--- config.mk ---
export PLATFORM = sky130hd
export DESIGN_NAME = sn_front
export DESIGN_NICKNAME = d
export VERILOG_FILES = /design/src/rtl/sn_pkg.sv /design/src/rtl/sn_front.sv
export SDC_FILE = /design/constraint.sdc
export NUM_CORES = 1
export LEC_CHECK = 0
export ABC_AREA = 1
export BUFFER_PORTS_ARGS = -buffer_cell sky130_fd_sc_hd__buf_2
export CAP_MARGIN = 30
export CORE_MARGIN = 3
export CORE_UTILIZATION = 47
export DETAILED_ROUTE_END_ITERATION = 12
export PLACE_DENSITY = 0.85
export SYNTH_ARGS = -nofsm -noshare
export SYNTH_HDL_FRONTEND = slang
export SYNTH_SLANG_ARGS = --single-unit
--- constraint.sdc ---
create_clock -name clk_i -period 5.89 [get_ports clk_i]
set_input_delay 0 -clock clk_i [delete_from_list [all_inputs] [get_ports clk_i]]
set_output_delay 0 -clock clk_i [all_outputs]
set_load 0.05 [all_outputs]
--- src/rtl/sn_pkg.sv ---
// Shared constants, types and fixed-point coefficients for the fractal noise engine.
package sn_pkg;

  localparam int TABLE_SIZE      = 256;
  localparam int MAX_OCTAVES     = 8;
  localparam int COORD_FRAC_BITS = 16;

  localparam int ADDR_W = $clog2(TABLE_SIZE);
  localparam int OCT_W  = $clog2(MAX_OCTAVES + 1);
  localparam int QB     = 28;
  localparam int TQ     = QB - COORD_FRAC_BITS;
  localparam int S3_SHIFT = 5;

  // shared multiplier: 64 x 16 partial product per step
  localparam int MUL_CHUNK = 16;
  localparam int MUL_STEPS = 64 / MUL_CHUNK;
  localparam int MUL_CNT_W = $clog2(MUL_STEPS);

  // request queue between front and back
  localparam int QDEPTH = 2;
  localparam int QPTR_W = $clog2(QDEPTH);
  localparam int QCNT_W = $clog2(QDEPTH + 1);

  localparam logic CMD_LOAD = 1'b0;
  localparam logic CMD_EVAL = 1'b1;

  localparam logic [1:0] DIM_NONE = 2'd0;
  localparam logic [1:0] DIM_1D   = 2'd1;
  localparam logic [1:0] DIM_2D   = 2'd2;
  localparam logic [1:0] DIM_3D   = 2'd3;

  typedef logic signed [63:0] q_t;

  localparam q_t QONE    = 64'sd1 <<< QB;
  localparam q_t K_F2    = q_t'(((64'd366025403 << QB) + 64'd500000000) / 64'd1000000000);
  localparam q_t K_G2    = q_t'(((64'd211324865 << QB) + 64'd500000000) / 64'd1000000000);
  localparam q_t K_G2X2  = q_t'(((64'd57735027 << QB) + 64'd50000000) / 64'd100000000);
  localparam q_t K_F3    = q_t'(((64'd1 << QB) + 64'd1) / 64'd3);
  localparam q_t K_G3    = q_t'(((64'd1 << QB) + 64'd3) / 64'd6);
  localparam q_t K_G3X2  = K_G3 * 2;
  localparam q_t K_G3X3  = K_G3 * 3;
  localparam q_t K_R2    = q_t'(((64'd1 << QB) + 64'd1) / 64'd2);
  localparam q_t K_R3    = q_t'(((64'd6 << QB) + 64'd5) / 64'd10);
  localparam q_t K_S1    = q_t'(((64'd395 << QB) + 64'd500) / 64'd1000);
  localparam q_t K_S2    = q_t'(((64'd4523065 << QB) + 64'd50000) / 64'd100000);
  localparam q_t SAT_MAX = 64'sd2147483647;
  localparam q_t SAT_MIN = -64'sd2147483648;

  typedef enum logic [1:0] {
    KIND_LOAD,
    KIND_ZERO,
    KIND_EVAL
  } kind_e;

  typedef struct packed {
    kind_e             kind;
    logic [1:0]        dims;
    logic [OCT_W-1:0]  octaves;
    logic [31:0]       cx;
    logic [31:0]       cy;
    logic [31:0]       cz;
    logic [ADDR_W-1:0] idx;
    logic [7:0]        val;
  } item_t;

  typedef struct packed {
    logic        start;
    logic        shift;
    logic [63:0] a;
    logic [63:0] b;
  } mul_req_t;

  typedef struct packed {
    logic        done;
    logic [63:0] res;
  } mul_rsp_t;

endpackage

--- src/rtl/sn_front.sv ---
// Front end: takes requests, classifies them and holds them in a short queue.
module sn_front (
  input  logic                      clk_i,
  input  logic                      rst_ni,
  input  logic                      in_valid_i,
  output logic                      in_stall_o,
  input  logic                      command_i,
  input  logic [1:0]                dims_i,
  input  logic [3:0]                octave_count_i,
  input  logic signed [31:0]        coord_x_i,
  input  logic signed [31:0]        coord_y_i,
  input  logic signed [31:0]        coord_z_i,
  input  logic [7:0]                table_index_i,
  input  logic [7:0]                table_value_i,
  output logic                      q_valid_o,
  output sn_pkg::item_t             q_item_o,
  input  logic                      q_pop_i
);
  import sn_pkg::*;

  item_t             mem_q [QDEPTH];
  item_t             item;
  logic [QPTR_W-1:0] wr_q, rd_q;
  logic [QCNT_W-1:0] cnt_q;
  logic              push;
  logic [OCT_W-1:0]  oct_sat;

  assign in_stall_o = (cnt_q == QCNT_W'(QDEPTH));
  assign push       = in_valid_i && !in_stall_o;
  assign q_valid_o  = (cnt_q != '0);
  assign q_item_o   = mem_q[rd_q];

  always_comb begin
    if (32'(octave_count_i) > MAX_OCTAVES) begin
      oct_sat = OCT_W'(MAX_OCTAVES);
    end else begin
      oct_sat = OCT_W'(octave_count_i);
    end
    item.dims    = dims_i;
    item.octaves = oct_sat;
    item.cx      = coord_x_i;
    item.cy      = coord_y_i;
    item.cz      = coord_z_i;
    item.idx     = table_index_i;
    item.val     = table_value_i;
    if (command_i == CMD_LOAD) begin
      item.kind = KIND_LOAD;
    end else if (dims_i == DIM_NONE || oct_sat == '0) begin
      item.kind = KIND_ZERO;
    end else begin
      item.kind = KIND_EVAL;
    end
  end

  always_ff @(posedge clk_i or negedge rst_ni) begin
    if (!rst_ni) begin
      wr_q  <= '0;
      rd_q  <= '0;
      cnt_q <= '0;
    end else begin
      if (push) begin
        wr_q <= wr_q + 1'b1;
      end
      if (q_pop_i) begin
        rd_q <= rd_q + 1'b1;
      end
      if (push && !q_pop_i) begin
        cnt_q <= cnt_q + 1'b1;
      end else if (!push && q_pop_i) begin
        cnt_q <= cnt_q - 1'b1;
      end
    end
  end

  always_ff @(posedge clk_i) begin
    if (push) begin
      mem_q[wr_q] <= item;
    end
  end

endmodule

### After elaboration in Yosys (flattened, before gate mapping)

Memories as Yosys holds them, arrays and structs flattened.
Index checks and enable logic that the tools add are counted.

* register bits after elaboration: 4
* bits in writable memories: 240
* bits of input ports: 123
* output and inout port bits: 122
* logic and storage cells: 28
* memories kept: 1

Memories
* mem_q: depth 2, width 120, rd ports 1, clocked after memory_dff 0, wr ports 1, RTL line sn_front.sv:21 `item_t mem_q [QDEPTH];`

* $add $sub $neg: 4
* $lt $le $gt $ge: 1
* eq/ne operators: 1
* multiplexer cells: 7
* reductions and logical operators: 11

Operators by type and width (count)
* 2-to-1 mux 2 bit: 4
* greater-than comparator 4 bit (second input constant): 1
* logical NOT 4 bit: 1
* 2-to-1 mux 4 bit: 1
* nonzero test 2 bit: 2
* logical AND 1 bit: 3
* logical NOT 1 bit: 3
* adder 1 bit (second input constant): 2
* adder 2 x 1 -> 2 bit (second input constant): 1
* equality test 2 bit (second input constant): 1
* logical NOT 2 bit: 1
* 2-to-1 mux 1 bit: 2
* subtractor 2 x 1 -> 2 bit (second input constant): 1
* logical OR 1 bit: 1

### Depth between registers and ports, before layout

* depth after elaboration: 7
* depth in mapped cells: 9
* gate-level depth less buffers: 9

### Least setup slack after synthesis

No wires, ideal clock.

* path type: register -> register
* from: reg cnt_q[1]
* to: mem mem_q[1][0] in the netlist's numbering (enable)
* setup time: 0.600 ns
* data arrival time: 5.546 ns
* required time: 5.290 ns
* setup slack: -0.256 ns
* stages on the path, launching flop included: 4
* buffers on the path: 0
* period minus slack after synthesis: 6.146 ns
* cell sequence: dfrtp_1 > inv_1 > o21ai_0 > nor2_1

* cells in the longest elaborated chain, start to end: 5

Ends and longest elaborated chain
* from (decl): RTL line sn_front.sv:24 `logic [QCNT_W-1:0] cnt_q;`
* from (signal assigned): RTL line sn_front.sv:68 `cnt_q <= cnt_q + 1'b1;`
* from (signal assigned): RTL line sn_front.sv:70 `cnt_q <= cnt_q - 1'b1;`
* equality test 2 bit: RTL line sn_front.sv:28 `assign in_stall_o = (cnt_q == QCNT_W'(QDEPTH));`
* logical NOT 1 bit: RTL line sn_front.sv:29 `assign push = in_valid_i && !in_stall_o;`
* logical AND 1 bit: RTL line sn_front.sv:29
* 2-to-1 mux 1 bit: RTL line sn_front.sv:76 `if (push) begin`
* 2-to-1 mux 1 bit (not written as such): RTL line sn_front.sv:77 `mem_q[wr_q] <= item;`
* to (decl): RTL line sn_front.sv:21

Every way passes these cells.

==> run metrics <==
type of the worst min-delay path input pin to flip-flop; Initial DRT Pass Iterations 4; Die Width 144 um; Worst Hold Slack 224 ps; Rel. slew slack 0.372; Peak Freq 339 MHz; leakage power 4.76 nW; Worst path max stage delay 850 ps; worst reg-to-reg setup slack 3500 ps; nets@finish 925; number of distinct library cells after synthesis 19; delay-heaviest family, CP buffers and inverters; Worst-Margin Slew 943 ps; GRT overflow 0; # setup viols final 0; gr usage total 0.182; CP startpoint kind flip-flop; Crit path buffers/inverters 2; clk_lat worst skew 500 ps; Via density 5.02; clk_skew 10.7 ps; num rows 49; net count after synthesis 540; Final Cycle Share 0.501; Resize count post-CTS 0; Sum Neg Setup Slack 0 ps; Seq cells post-synth 244; Warnings, synthesis 0; die area 20800 um^2; Final Wtd Congestion 0.817; RSZ-0062 raised after global routing no; clk buf depth 3; status completed; core area 18300 um^2; 1st-iter DRT viols 279; CP max FO 72; antenna violations before repair 2; clk root buf clkbuf_16; CTS tree built; Slew Limit Fails 0; ANT nets after route 0; post-route insts no fill 1051; sequential area share after synthesis 0.815; Max VDD drop 0.391 mV; clock sink total 244; Setup CP Type flip-flop to primary output; Post-DP HPWL 11700 um; Pwr Density 547 nW/um^2; Final Util 0.680; dpl cells 879; Worst Setup End Kind primary output; clock input transition at the sequential cells of the worst setup and hold paths 60 ps; Post-route DRC 0; slowest CP cell dfrtp_4; layout cells sized above 1 0.497; wire length of the first global-routing pass 29500 um; crit path DAT 2950 ps; port bufs 244; Vias 5276; Mean Syn Cell Area 21.6 um^2; CP cell instances buf_4 -> mux2_2 -> buf_2; area grow syn2layout 39.0%; largest net degree at the start of global routing 73; Synth Cell Area 8960 um^2; die span in y 144 um; Fin. Hold Viols 0; WP data required 5890 ps; num ports 245; WL/cell 18.9 um; WL final 19900 um; number of global-route vias before repair 5607; Inserted Clock Buffers 24; synthesized instance count 416; fin crit period 2950 ps; max_cap viols 0; CTS H-tree lvls 1; Power Total 0.00682 W; Initial Utilization 0.489
[timing repair]
item	CTS	global route
buffers inserted	0	0
hold endpoints to repair	247	0
hold buffers	124	0
[cell families after synthesis]
| group | after synthesis | synth area share |
|---|---|---|
| buffers and inverters | 25 | 0.0188 |
| multiplexers | 120 | 0.151 |
| flip-flops | 244 | 0.815 |
| adder cells (fa/ha/maj) | 1 | 0.00140 |
| XOR/XNOR | 2 | 0.00195 |
| AO/OA/AOI/OAI | 4 | 0.00279 |
| AND/OR/NAND/NOR | 20 | 0.00921 |
[path summary, 6_finish.rpt]
kind	start	cells after the start	endpoint
worst max-delay path	rd_q	3	q_item_o[85]
worst min-delay path	table_value_i[3]	2	mem_q[0][3]
worst max register to register	cnt_q[1]	7	mem_q[0][114]
worst min register to register	wr_q	2	wr_q
max in group asynchronous	rst_ni	3	rd_q
min in group asynchronous	rst_ni	3	cnt_q[0]
[final cells by class]
type                            instances  area (um^2)
Clock buffer                           33          656
Antenna cell                            3         7.51
Timing Repair Buffer                  373         2520
Fill cell                            1145         5870
Clock inverter                         11          139
Inverter                               11         43.8
Tap cell                              229          287
Multi-Input combinational cell        147         1500
Sequential cell                       244         7310
[flip-flops by register name, indices dropped and copies added (netlist names)]
register and cells:
rd_q 1, mem_q 240, wr_q 1, cnt_q 2
[cells in the final DEF (no fill, tap or decap), types with 3 or more instances in the layout]
| cell type | instances |
|---|---|
| edfxtp_1 | 240 |
| mux2_2 | 120 |
| clkbuf_1 | 8 |
| nand2_1 | 10 |
| diode_2 | 3 |
| buf_2 | 244 |
| dfrtp_1 | 3 |
| nor2_1 | 5 |
| clkinvlp_4 | 3 |
| inv_1 | 10 |
| buf_4 | 4 |
| clkbuf_16 | 25 |
| bufinv_16 | 3 |
| dlygate4sd3_1 | 124 |
[cells in the mapped netlist]
cell type	instances	area, um^2
buf_4	1	7.51
buf_2	3	15.0
clkbuf_1	1	3.75
xor2_1	1	8.76
nand3_1	2	10.0
mux2_2	120	1350
edfxtp_1	240	7210
a21oi_1	1	5.00
or2_2	1	6.26
o21ai_0	1	5.00
nand2_1	10	37.5
a21boi_0	2	15.0
dfrtp_1	4	100
inv_1	11	41.3
nor2_1	6	22.5
xnor2_1	1	8.76
ha_1	1	12.5
nand4_1	1	6.26
buf_6	9	101
[metrics by stage]
stage	instance area [um^2]	setup WS (ps)
after global routing	12500	2770
after floorplan	8970	1760
after CTS	12400	2910
final	12500	2940
after detailed placement	10400	3220
after global placement	10400	3350
[routing by layer]
| layer | part of all wire | GRT usage |
|---|---|---|
| met1 | 0.37 | 0.207 |
| met2 | 0.53 | 0.336 |
| met3 | 0.069 | 0.0463 |
| met4 | 0.027 | 0.0600 |
| met5 | 0 | 0 |
[worst reg2reg max path, delay by kind of cell, from the launching register on]
kind	cells	cell delay, ps
flip-flops	1	390
buffers and inverters	4	1230
AND/OR/NAND/NOR	3	350
[where the power goes]
group	switching [W]	internal (W)	leakage (nW)
clock	0.000603	0.000913	0.375
sequential	0.000154	0.00237	2.28
combinational	0.00202	0.000763	2.11
No activity file was read; power rests on OpenSTA's default activity.
